**config.mk**
```make
export PLATFORM = sky130hd
export DESIGN_NAME = i2c_target_byte_echo
export DESIGN_NICKNAME = d
export VERILOG_FILES = /design/src/design/i2cte_pkg.sv /design/src/design/i2c_target_byte_echo.sv
export VERILOG_INCLUDE_DIRS = /design/src /design/src/design
export SDC_FILE = /design/constraint.sdc
export NUM_CORES = 1
export LEC_CHECK = 0
export BUFFER_PORTS_ARGS = -buffer_cell sky130_fd_sc_hd__buf_2
export CORE_UTILIZATION = 55
export CTS_CLUSTER_DIAMETER = 200
export CTS_CLUSTER_SIZE = 8
export DETAILED_ROUTE_END_ITERATION = 10
export GPL_TIMING_DRIVEN = 0
export PLACE_DENSITY = 0.84
export SLEW_MARGIN = 15
export SYNTH_ARGS = -nofsm -noshare
export SYNTH_HDL_FRONTEND = slang
export SYNTH_SLANG_ARGS = --single-unit
```
**constraint.sdc**
```tcl
create_clock -name clock -period 4.3 [get_ports clock]
set_input_delay 0.645 -clock clock [delete_from_list [all_inputs] [get_ports clock]]
set_output_delay 0.645 -clock clock [all_outputs]
set_load 0.1 [all_outputs]
```
**src/design/i2c_target_byte_echo_assert.svh**
```systemverilog
// Assertion macros for the I2C target byte echo block.
`ifndef I2C_TARGET_BYTE_ECHO_ASSERT_SVH
`define I2C_TARGET_BYTE_ECHO_ASSERT_SVH

`ifndef SYNTHESIS

// Same-cycle implication, checked at every rising clock edge outside reset.
`define I2CTE_ASSERT_IMPLY(label, clk, rst, ante, cons) \
   label: assert property (@(posedge clk) disable iff (rst) (ante) |-> (cons)) \
      else $error("same-cycle implication failed");

// Next-cycle implication, checked at every rising clock edge outside reset.
`define I2CTE_ASSERT_NEXT(label, clk, rst, ante, cons) \
   label: assert property (@(posedge clk) disable iff (rst) (ante) |=> (cons)) \
      else $error("next-cycle implication failed");

`else

`define I2CTE_ASSERT_IMPLY(label, clk, rst, ante, cons)
`define I2CTE_ASSERT_NEXT(label, clk, rst, ante, cons)

`endif

`endif

```
**src/design/i2cte_pkg.sv**
```systemverilog
// Types and constants for the I2C target byte echo block.
package i2cte_pkg;

   localparam int unsigned ADDR_WIDTH = 7;
   localparam int unsigned BYTE_WIDTH = 8;
   localparam int unsigned BIT_POS_WIDTH = 3;

   localparam logic [ADDR_WIDTH-1:0]    RESET_ADDRESS = 7'h50;
   localparam logic [BYTE_WIDTH-1:0]    RESET_BYTE    = 8'hA5;
   localparam logic [BIT_POS_WIDTH-1:0] FIRST_BIT     = 3'd7;
   localparam logic [BIT_POS_WIDTH-1:0] LAST_BIT      = 3'd0;

   // Protocol state of the target, updated once per line sample.
   typedef struct packed {
      logic                     transfer_active;
      logic                     in_address_phase;
      logic                     reading;
      logic                     in_ack_slot;
      logic [BIT_POS_WIDTH-1:0] bit_position;
      logic [BYTE_WIDTH-1:0]    shift_in;
      logic [BYTE_WIDTH-1:0]    stored_byte;
      logic [BYTE_WIDTH-1:0]    send_byte;
      logic                     pull_low;
      logic                     last_scl;
      logic                     last_sda;
   } target_state_type;

   localparam target_state_type RESET_STATE = '{
      transfer_active:  1'b0,
      in_address_phase: 1'b1,
      reading:          1'b0,
      in_ack_slot:      1'b0,
      bit_position:     FIRST_BIT,
      shift_in:         '0,
      stored_byte:      RESET_BYTE,
      send_byte:        RESET_BYTE,
      pull_low:         1'b0,
      last_scl:         1'b1,
      last_sda:         1'b1
   };

endpackage

```
**src/design/i2c_target_byte_echo.sv**
```systemverilog
// Top level of the I2C target byte echo block: line sample in, SDA drive out.
//
//   channel   direction   handshake            payload
//   req       in          req_valid/req_ready  req_scl_level, req_sda_level
//   rsp       out         rsp_valid/rsp_ready  rsp_sda_pull_low
//   csr       in          csr_write_enable     csr_write_data (own address)
//
// One sample per cycle while req_ready is high; SDA drive shows the next cycle.
// The state update and the output register sit behind a single level of logic.
// Reset is synchronous and returns the target to idle with address 0x50.
// A stalled response blocks new samples only while the output register is full.
`include "i2c_target_byte_echo_assert.svh"

module i2c_target_byte_echo (
   input  logic                            clock,
   input  logic                            reset,
   input  logic                            req_valid,
   output logic                            req_ready,
   input  logic                            req_scl_level,
   input  logic                            req_sda_level,
   output logic                            rsp_valid,
   input  logic                            rsp_ready,
   output logic                            rsp_sda_pull_low,
   input  logic                            csr_write_enable,
   input  logic [i2cte_pkg::ADDR_WIDTH-1:0] csr_write_data
);
   import i2cte_pkg::*;

   target_state_type        state_ff;
   target_state_type        state_in;
   logic [ADDR_WIDTH-1:0]   own_address_ff;
   logic                    rsp_valid_ff;
   logic                    rsp_valid_in;
   logic                    rsp_data_ff;
   logic                    req_accept;

   // Accept a word whenever the output register is empty or being drained
   assign req_ready  = !rsp_valid_ff || rsp_ready;
   assign req_accept = req_valid && req_ready;

   // Hold the own address register
   always_ff @(posedge clock) begin
      if (reset) begin
         own_address_ff <= RESET_ADDRESS;
      end else if (csr_write_enable) begin
         own_address_ff <= csr_write_data;
      end
   end

   // Compute the protocol state after one line sample
   always_comb begin
      logic scl;
      logic sda;
      logic rise;
      logic fall;
      target_state_type s;
      scl = req_scl_level;
      sda = req_sda_level;
      s   = state_ff;

      // START: restart the address phase and release the line
      if (s.last_sda && !sda && scl) begin
         s.transfer_active  = 1'b1;
         s.in_address_phase = 1'b1;
         s.reading          = 1'b0;
         s.in_ack_slot      = 1'b0;
         s.bit_position     = FIRST_BIT;
         s.shift_in         = '0;
         s.pull_low         = 1'b0;
      end
      // STOP: end the transfer and release the line
      if (!s.last_sda && sda && scl) begin
         s.transfer_active = 1'b0;
         s.in_ack_slot     = 1'b0;
         s.pull_low        = 1'b0;
      end

      rise = !s.last_scl && scl;
      fall = s.last_scl && !scl;

      if (s.transfer_active) begin
         if (s.reading) begin
            // Drive the next data bit on a falling edge
            if (fall && !s.in_ack_slot) begin
               s.pull_low = !s.send_byte[s.bit_position];
            end
            if (rise) begin
               if (!s.in_ack_slot) begin
                  if (s.bit_position == LAST_BIT) begin
                     s.in_ack_slot = 1'b1;
                     s.pull_low    = 1'b0;
                  end else begin
                     s.bit_position = s.bit_position - 1'b1;
                  end
               end else begin
                  // Sample the master's ACK; NACK ends the read
                  s.in_ack_slot  = 1'b0;
                  s.bit_position = FIRST_BIT;
                  if (sda) begin
                     s.transfer_active = 1'b0;
                  end
               end
            end
         end else if (rise) begin
            if (s.in_ack_slot) begin
               // Release after our ACK clock
               s.in_ack_slot = 1'b0;
               s.pull_low    = 1'b0;
            end else begin
               s.shift_in = {s.shift_in[BYTE_WIDTH-2:0], sda};
               if (s.bit_position != LAST_BIT) begin
                  s.bit_position = s.bit_position - 1'b1;
               end else begin
                  s.in_ack_slot = 1'b1;
                  s.pull_low    = 1'b1;
                  if (s.in_address_phase) begin
                     // Match the address; read direction loads the send byte
                     s.reading          = s.shift_in[0];
                     s.in_address_phase = 1'b0;
                     if (s.shift_in[BYTE_WIDTH-1:1] != own_address_ff) begin
                        s.pull_low        = 1'b0;
                        s.transfer_active = 1'b0;
                     end else if (s.shift_in[0]) begin
                        s.send_byte = s.stored_byte;
                     end
                  end else begin
                     // Store the written data byte
                     s.stored_byte = s.shift_in;
                     s.send_byte   = s.shift_in;
                  end
                  s.bit_position = FIRST_BIT;
                  s.shift_in     = '0;
               end
            end
         end
      end

      s.last_scl = scl;
      s.last_sda = sda;
      state_in   = s;
   end

   // Advance the protocol state on each accepted word
   always_ff @(posedge clock) begin
      if (reset) begin
         state_ff <= RESET_STATE;
      end else if (req_accept) begin
         state_ff <= state_in;
      end
   end

   // Track the output register occupancy
   always_comb begin
      rsp_valid_in = rsp_valid_ff;
      if (req_accept) begin
         rsp_valid_in = 1'b1;
      end else if (rsp_ready) begin
         rsp_valid_in = 1'b0;
      end
   end

   always_ff @(posedge clock) begin
      if (reset) begin
         rsp_valid_ff <= 1'b0;
      end else begin
         rsp_valid_ff <= rsp_valid_in;
      end
   end

   // Load the response word
   always_ff @(posedge clock) begin
      if (req_accept) begin
         rsp_data_ff <= state_in.pull_low;
      end
   end

   assign rsp_valid        = rsp_valid_ff;
   assign rsp_sda_pull_low = rsp_data_ff;

   `I2CTE_ASSERT_NEXT(a_accept_fills_rsp, clock, reset, req_accept, rsp_valid_ff)
   `I2CTE_ASSERT_IMPLY(a_stall_blocks_req, clock, reset, rsp_valid_ff && !rsp_ready, !req_ready)
   `I2CTE_ASSERT_IMPLY(a_idle_releases_sda, clock, reset, !state_ff.transfer_active, !state_ff.pull_low)

endmodule
```
==> results.json, run 1 <==
{
  "worstPathRequired_ps": 4490,
  "highest_layer": "met4",
  "synth_edf_count": 1,
  "crit_buf_inv": 3,
  "power_leakage_nw": 1.046,
  "rr_worst_depth": 12,
  "dr.pass1.iters": 7,
  "hold_violations": 0,
  "core_area_um2": 4115,
  "viasPerCell": 6.190,
  "cpPeakStageDelay_ps": 690,
  "synthCells": 301,
  "critical_path.top_delay_family": "compound AO/OA/AOI/OAI gates",
  "grt_max_degree": 15,
  "met1_length_mm": 2.683,
  "startpoint": "req_scl_level",
  "drtAntennaViolNets": 0,
  "power_density_nw_per_um2": 290.5,
  "clk_pin_slew_ps": 90,
  "rsz0062_at_grt": "no",
  "std_cell_rows": 23,
  "outcome": "completed",
  "portBuffers": 14,
  "cp_slowest_cell": "a2111oi_4",
  "numCtsBuffers": 5,
  "root_buffer": "clkbuf_8",
  "timing.final.crit_share_pct": 84.98,
  "final_nets": 339,
  "slew_violations": 0,
  "n_fill_cell": 366,
  "final_common_cell": "dfxtp_1",
  "path_depth": 13,
  "cts_hold_buf": 0,
  "setup_violations": 0,
  "dieWidth_um": 68.59,
  "cts_tree": "yes",
  "vias": 2309,
  "yosys_warnings": 0,
  "yosysSeqAreaShare_pct": 34.89,
  "start_kind": "input pin",
  "ys_async_sr_fraction_pct": 0,
  "hold_class": "register to register",
  "timing.final.crit_period_ps": 3654,
  "cp.arrival_ps": 3840,
  "cts_resized": 0,
  "synth_cell_types": 67,
  "grt_pass1_wl_mm": 9.273,
  "holdPathStages": 2,
  "drc": 0,
  "worst_slack_ps": 646.0,
  "seqCellArea_um2": 850.8,
  "post_cts_buffers": 0,
  "route.met3.wl_um": 402,
  "insertedDiodeCount": 0,
  "synth_nets": 318,
  "worstReg2RegEnd": "state_ff[3]$_SDFFE_PP1P_",
  "antenna_found_initial": 0,
  "multi_input_area_um2": 1450,
  "fp.dieH_um": 68.59,
  "overflow": 0,
  "grt_pass1_vias": 2011,
  "ios": 17,
  "worst_pin_slew_ps": 689.5,
  "syn2layout_area_growth_pct": 9.030,
  "ys_ff_latch": 42,
  "synth_area_leader_cell": "dfxtp_1",
  "cp_max_fo": 10,
  "numClockSinks": 42,
  "htree_levels": 2,
  "drt_iter0_drc": 259,
  "syn_avg_cell_area_um2": 8.102,
  "drv_cap": 0,
  "fin_util_pct": 64.61,
  "synth.area.top_cells": "dfxtp_1, nor2_1, nand2_1",
  "crit_end": "state_ff[3]$_SDFFE_PP1P_",
  "gp_congestion": 0.9356,
  "synth.cell_area_um2": 2439,
  "ys.flop_type": "dfxtp_1",
  "hpwl_mm": 4.366,
  "wl_met2_mm": 2.803,
  "fin_setup_tns_ps": 0,
  "wire_per_inst_um": 16.00,
  "worst_r2r_startpoint": "state_ff[0]$_SDFFE_PP1P_",
  "mostFrequentLayoutCells": "dfxtp_1, nor2_1, nand2_1, a21oi_1, buf_2",
  "endpoint_kind": "register",
  "drive_gt1_share_pct": 13.31,
  "synth_top_cell_area_share_pct": 33.66,
  "ir_worst_vdd_v": 0.0002895,
  "worstPathCellList": "buf_2, and3b_1, clkbuf_1, clkbuf_1, nor2_1, ha_1, ha_1, nand3b_2, nor4b_4, o211ai_2, a2111oi_4, nor2_4, a221o_1",
  "preCtsSetupSlack_ps": 379.3,
  "finalPower_mw": 0.7723,
  "drt_wl_total_mm": 5.968,
  "fmax_mhz": 273.7,
  "clock_latency_ps": 300,
  "reg2reg_setup_slack_ps": 740,
  "crit_type": "input pin to register",
  "initial_core_util_pct": 59.26,
  "fin_skew_ps": 6.760,
  "whs_ps": 460.5,
  "ctsLongestPathBuffers": 2,
  "grtUsageTotal_pct": 27.01,
  "relSlewSlack_pct": 54.03,
  "die_area_um2": 4704
}
==> flip-flops by register name (all words and copies together) (netlist names) <==
register / cells
state_ff: 33
rsp_valid: 1
rsp_sda_pull_low: 1
own_address_ff: 7
==> Yosys cell counts, drive strengths merged (3+ instances only) <==
cell type  number
nand3b          5
nor2b           5
dfxtp          41
a21oi          21
inv            13
o21ai          12
a21o            3
nor3b           6
a211o           4
mux2i          11
or3             4
nand2b          5
o21bai          3
buf             7
nor4            3
o211ai          5
a22oi           8
nand2          33
ha              3
nand3           4
a31oi           6
nor2           40
nor3            7
clkbuf         14
==> worst reg2reg max path, delay by kind of cell (launching register included) <==
family          cells  cell delay [ps]
buf+inv             2              480
flops               1              360
simple gates        5              910
compound gates      3             1200
fa+ha+maj           2              510
==> power by group <==
part | leakage [nW] | switching, mW | total [mW] | internal (mW)
logic | 0.655 | 0.0688 | 0.105 | 0.0365
registers | 0.344 | 0.00806 | 0.407 | 0.398
clock network | 0.0483 | 0.146 | 0.260 | 0.114
total | 1.05 | 0.223 | 0.772 | 0.549
==> cell type report <==
class | count | area share, %
multi-input cells | 225 | 54.54
well taps | 50 | 2.353
flip-flops and latches | 42 | 32.00
inverters | 13 | 1.835
plain buffers | 21 | 3.341
repair buffers | 14 | 2.635
clock inverters | 3 | 0.7059
clock buffers | 5 | 2.588
==> how the worst min path moves through the flow <==
stage,start,end,slack (ps)
2_1_floorplan,state_ff[11]$_SDFFE_PP1P_,state_ff[11]$_SDFFE_PP1P_,440
3_3_place_gp,state_ff[12]$_SDFFE_PP0P_,state_ff[12]$_SDFFE_PP0P_,440
3_5_place_dp,state_ff[11]$_SDFFE_PP1P_,state_ff[11]$_SDFFE_PP1P_,450
4_1_cts,state_ff[15]$_SDFFE_PP0P_,state_ff[15]$_SDFFE_PP0P_,460
5_1_grt,state_ff[12]$_SDFFE_PP0P_,state_ff[12]$_SDFFE_PP0P_,490
6_report,state_ff[17]$_SDFFE_PP0P_,state_ff[17]$_SDFFE_PP0P_,460
==> per-layer routing <==
layer,vias up,GRT usage [%]
met5,-,0
met4,0,10.42
met3,9,4.770
met2,89,44.49
met1,1089,34.84
li1,1122,-
==> logic make-up (layout without fill, tap and decap cells) <==
group           count (synthesis)  count (layout)  share of synthesized area [%]
simple gates                  123             123                          27.50
compound gates                 84              84                          24.37
flops                          42              42                          34.89
buf+inv                        34              56                          5.643
mux                            12              12                          4.977
fa+ha+maj                       3               3                          1.539
xor+xnor                        3               3                          1.078
==> stage by stage <==
step | instance area [um2] | std cells
floorplan | 2439 | 301
global placement | 2571 | 365
detailed placement | 2571 | 365
CTS | 2659 | 373
global route | 2659 | 373
finish | 2659 | 373
Power figures use the tool's default switching activity.
==> run 2, diff against run 1 <==
Settings changed: CORE_UTILIZATION 55 to 54, PLACE_DENSITY 0.84 to 0.85.
Clock period 4.3 ns to 3.2 ns, I/O delays scaled along.
==> run 2 against run 1 <==
Clock-buffer cell count is the same. Via count is essentially flat. Sequential share of layout area shrank 0.37 points. Routed wire length is essentially flat. Register-to-register slack lost 500 ps. Clock skew grew 2.0 ps. Global-route usage shrank 1.6 points. Clock power grew 37%. Die area grew 1.8%. Final area grew 1.2%.
==> results.json, run 2 (synthesized netlist as in run 1, its figures left out) <==
{
  "dieWidth_um": 69.20,
  "met2_usage_pct": 39.91,
  "insertedDiodeCount": 0,
  "mostFrequentLayoutCells": "dfxtp_1, nor2_1, nand2_1, a21oi_1, buf_2",
  "wire_per_inst_um": 15.86,
  "drt_iter0_drc": 242,
  "die_area_um2": 4789,
  "drv_cap": 0,
  "cp_max_fo": 10,
  "ir_worst_vdd_v": 0.0003243,
  "cp.arrival_ps": 3150,
  "ctsLongestPathBuffers": 2,
  "setup_violations": 0,
  "gr-usage-met1_pct": 34.07,
  "clk_pin_slew_ps": 90,
  "p_comb_share_pct": 13.7,
  "power_density_nw_per_um2": 389.1,
  "gp_congestion": 0.8738,
  "worstPathRequired_ps": 3390,
  "grtUsageTotal_pct": 25.39,
  "vias": 2310,
  "clkPwrFrac_pct": 34.1,
  "fp.dieH_um": 69.20,
  "slew_violations": 0,
  "seq_power_share_pct": 52.2,
  "ios": 17,
  "drtAntennaViolNets": 0,
  "dr.pass1.iters": 5,
  "timing.final.crit_share_pct": 92.47,
  "fmax_mhz": 338.0,
  "multi_input_area_um2": 1463,
  "portBuffers": 14,
  "busiest_layer": "met2",
  "overflow": 0,
  "power.switching_mw": 0.3075,
  "numClockSinks": 42,
  "std_cell_rows": 24,
  "grt_max_degree": 15,
  "start_kind": "register",
  "grtUsageMet3_pct": 4.651,
  "largest_register_ffs": 33,
  "final_common_cell": "dfxtp_1",
  "drt_wl_total_mm": 5.965,
  "htree_levels": 2,
  "worst_pin_slew_ps": 566.4,
  "fin_skew_ps": 8.783,
  "numCtsBuffers": 5,
  "syn2layout_area_growth_pct": 10.31,
  "crit_type": "register to register",
  "timing.final.crit_period_ps": 2959,
  "final_nets": 340,
  "reg_top3": "state_ff (33), own_address_ff (7)",
  "hold_violations": 0,
  "hold_class": "input pin to register",
  "drc": 0,
  "grt_pass1_wl_mm": 9.839,
  "endpoint_kind": "register",
  "whs_ps": 365.9,
  "p_int_mw": 0.7392,
  "clock_latency_ps": 310,
  "drive_gt1_share_pct": 14.51,
  "cts_hold_buf": 0,
  "core_area_um2": 4354,
  "top_register": "state_ff",
  "grt_pass1_vias": 2110,
  "viasPerCell": 6.144,
  "power_leakage_nw": 1.057,
  "rsz0062_at_grt": "no",
  "root_buffer": "clkbuf_8",
  "seqCellArea_um2": 850.8,
  "initial_core_util_pct": 56.01,
  "cts_tree": "yes",
  "switching_share_pct": 29.38,
  "finalPower_mw": 1.047,
  "n_fill_cell": 385,
  "relSlewSlack_pct": 62.24,
  "hpwl_mm": 4.273,
  "outcome": "completed",
  "antenna_found_initial": 0
}
## run 2: cell count changes in the layout (fill, tap and decap cells not counted)
| cell | previous run | this run |
|---|---|---|
| clkinv_2 | 2 | 1 |
| ha_4 | 0 | 1 |
| clkbuf_1 | 14 | 12 |
| clkinv_4 | 0 | 1 |
| buf_4 | 1 | 4 |
| ha_1 | 3 | 2 |
| inv_4 | 0 | 1 |
| inv_6 | 1 | 0 |
## run 2: power groups by stage
stage	Clock [mW]	Combinational, mW	Sequential, mW
3_3_place_gp	0	0.136	0.558
2_1_floorplan	0	0.0957	0.566
4_1_cts	0.357	0.140	0.546
3_5_place_dp	0	0.139	0.559
6_report	0.357	0.143	0.547
5_1_grt	0.376	0.155	0.548
## run 2: cell type report
type	instances	area share, %
multi-input cells	225	54.37
flip-flops and latches	42	31.63
plain buffers	20	3.302
repair buffers	16	3.163
clock buffers	5	2.558
well taps	52	2.419
inverters	13	1.814
clock inverters	3	0.7442
## run 2: critical path, stage by stage, from the launching register on
cell and delay, ps:
dfxtp_1 350, and3b_1 290, buf_4 220, nor2_1 100, ha_1 230, ha_4 200, nand3b_2 140, nor4b_4 250
o211ai_2 140, a2111oi_4 270, buf_4 210, nor2_4 60, a221o_1 360
## run 2: repair_timing
item | in CTS | in global routing
gates resized for setup | 1 | 5
endpoints found under the setup margin | 8 | 6
pin swaps | 1 | 0
buffers inserted | 2 | 0
## run 2: metal layers
metal	part of all wire, %	vias to the layer above
li1	-	1124
met1	45	1094
met2	46	75
met3	6.3	17
met4	2.3	0
met5	0	-
## run 2: path summary, 6_finish.rpt
path	start	to	slack (ps)	cells after the start
worst max-delay path	state_ff[0]$_SDFFE_PP1P_	state_ff[3]$_SDFFE_PP1P_	240	12
worst min-delay path	csr_write_data[6]	own_address_ff[6]$_SDFFE_PP1P_	370	2
worst max register to register	state_ff[0]$_SDFFE_PP1P_	state_ff[3]$_SDFFE_PP1P_	240	12
worst min register to register	state_ff[12]$_SDFFE_PP0P_	state_ff[12]$_SDFFE_PP0P_	470	2
## run 2: per-stage QoR
step	utilization (%)	area (um2)	setup WS (ps)	instances	setup TNS, ps
after floorplan	-	2439	41.46	301	0
after global placement	59.11	2574	-482.7	367	-2684
after detailed placement	59.11	2574	-493.7	367	-3332
after CTS	61.52	2679	8.484	377	0
after global routing	61.78	2690	101.7	376	0
final	61.78	2690	241.1	376	0
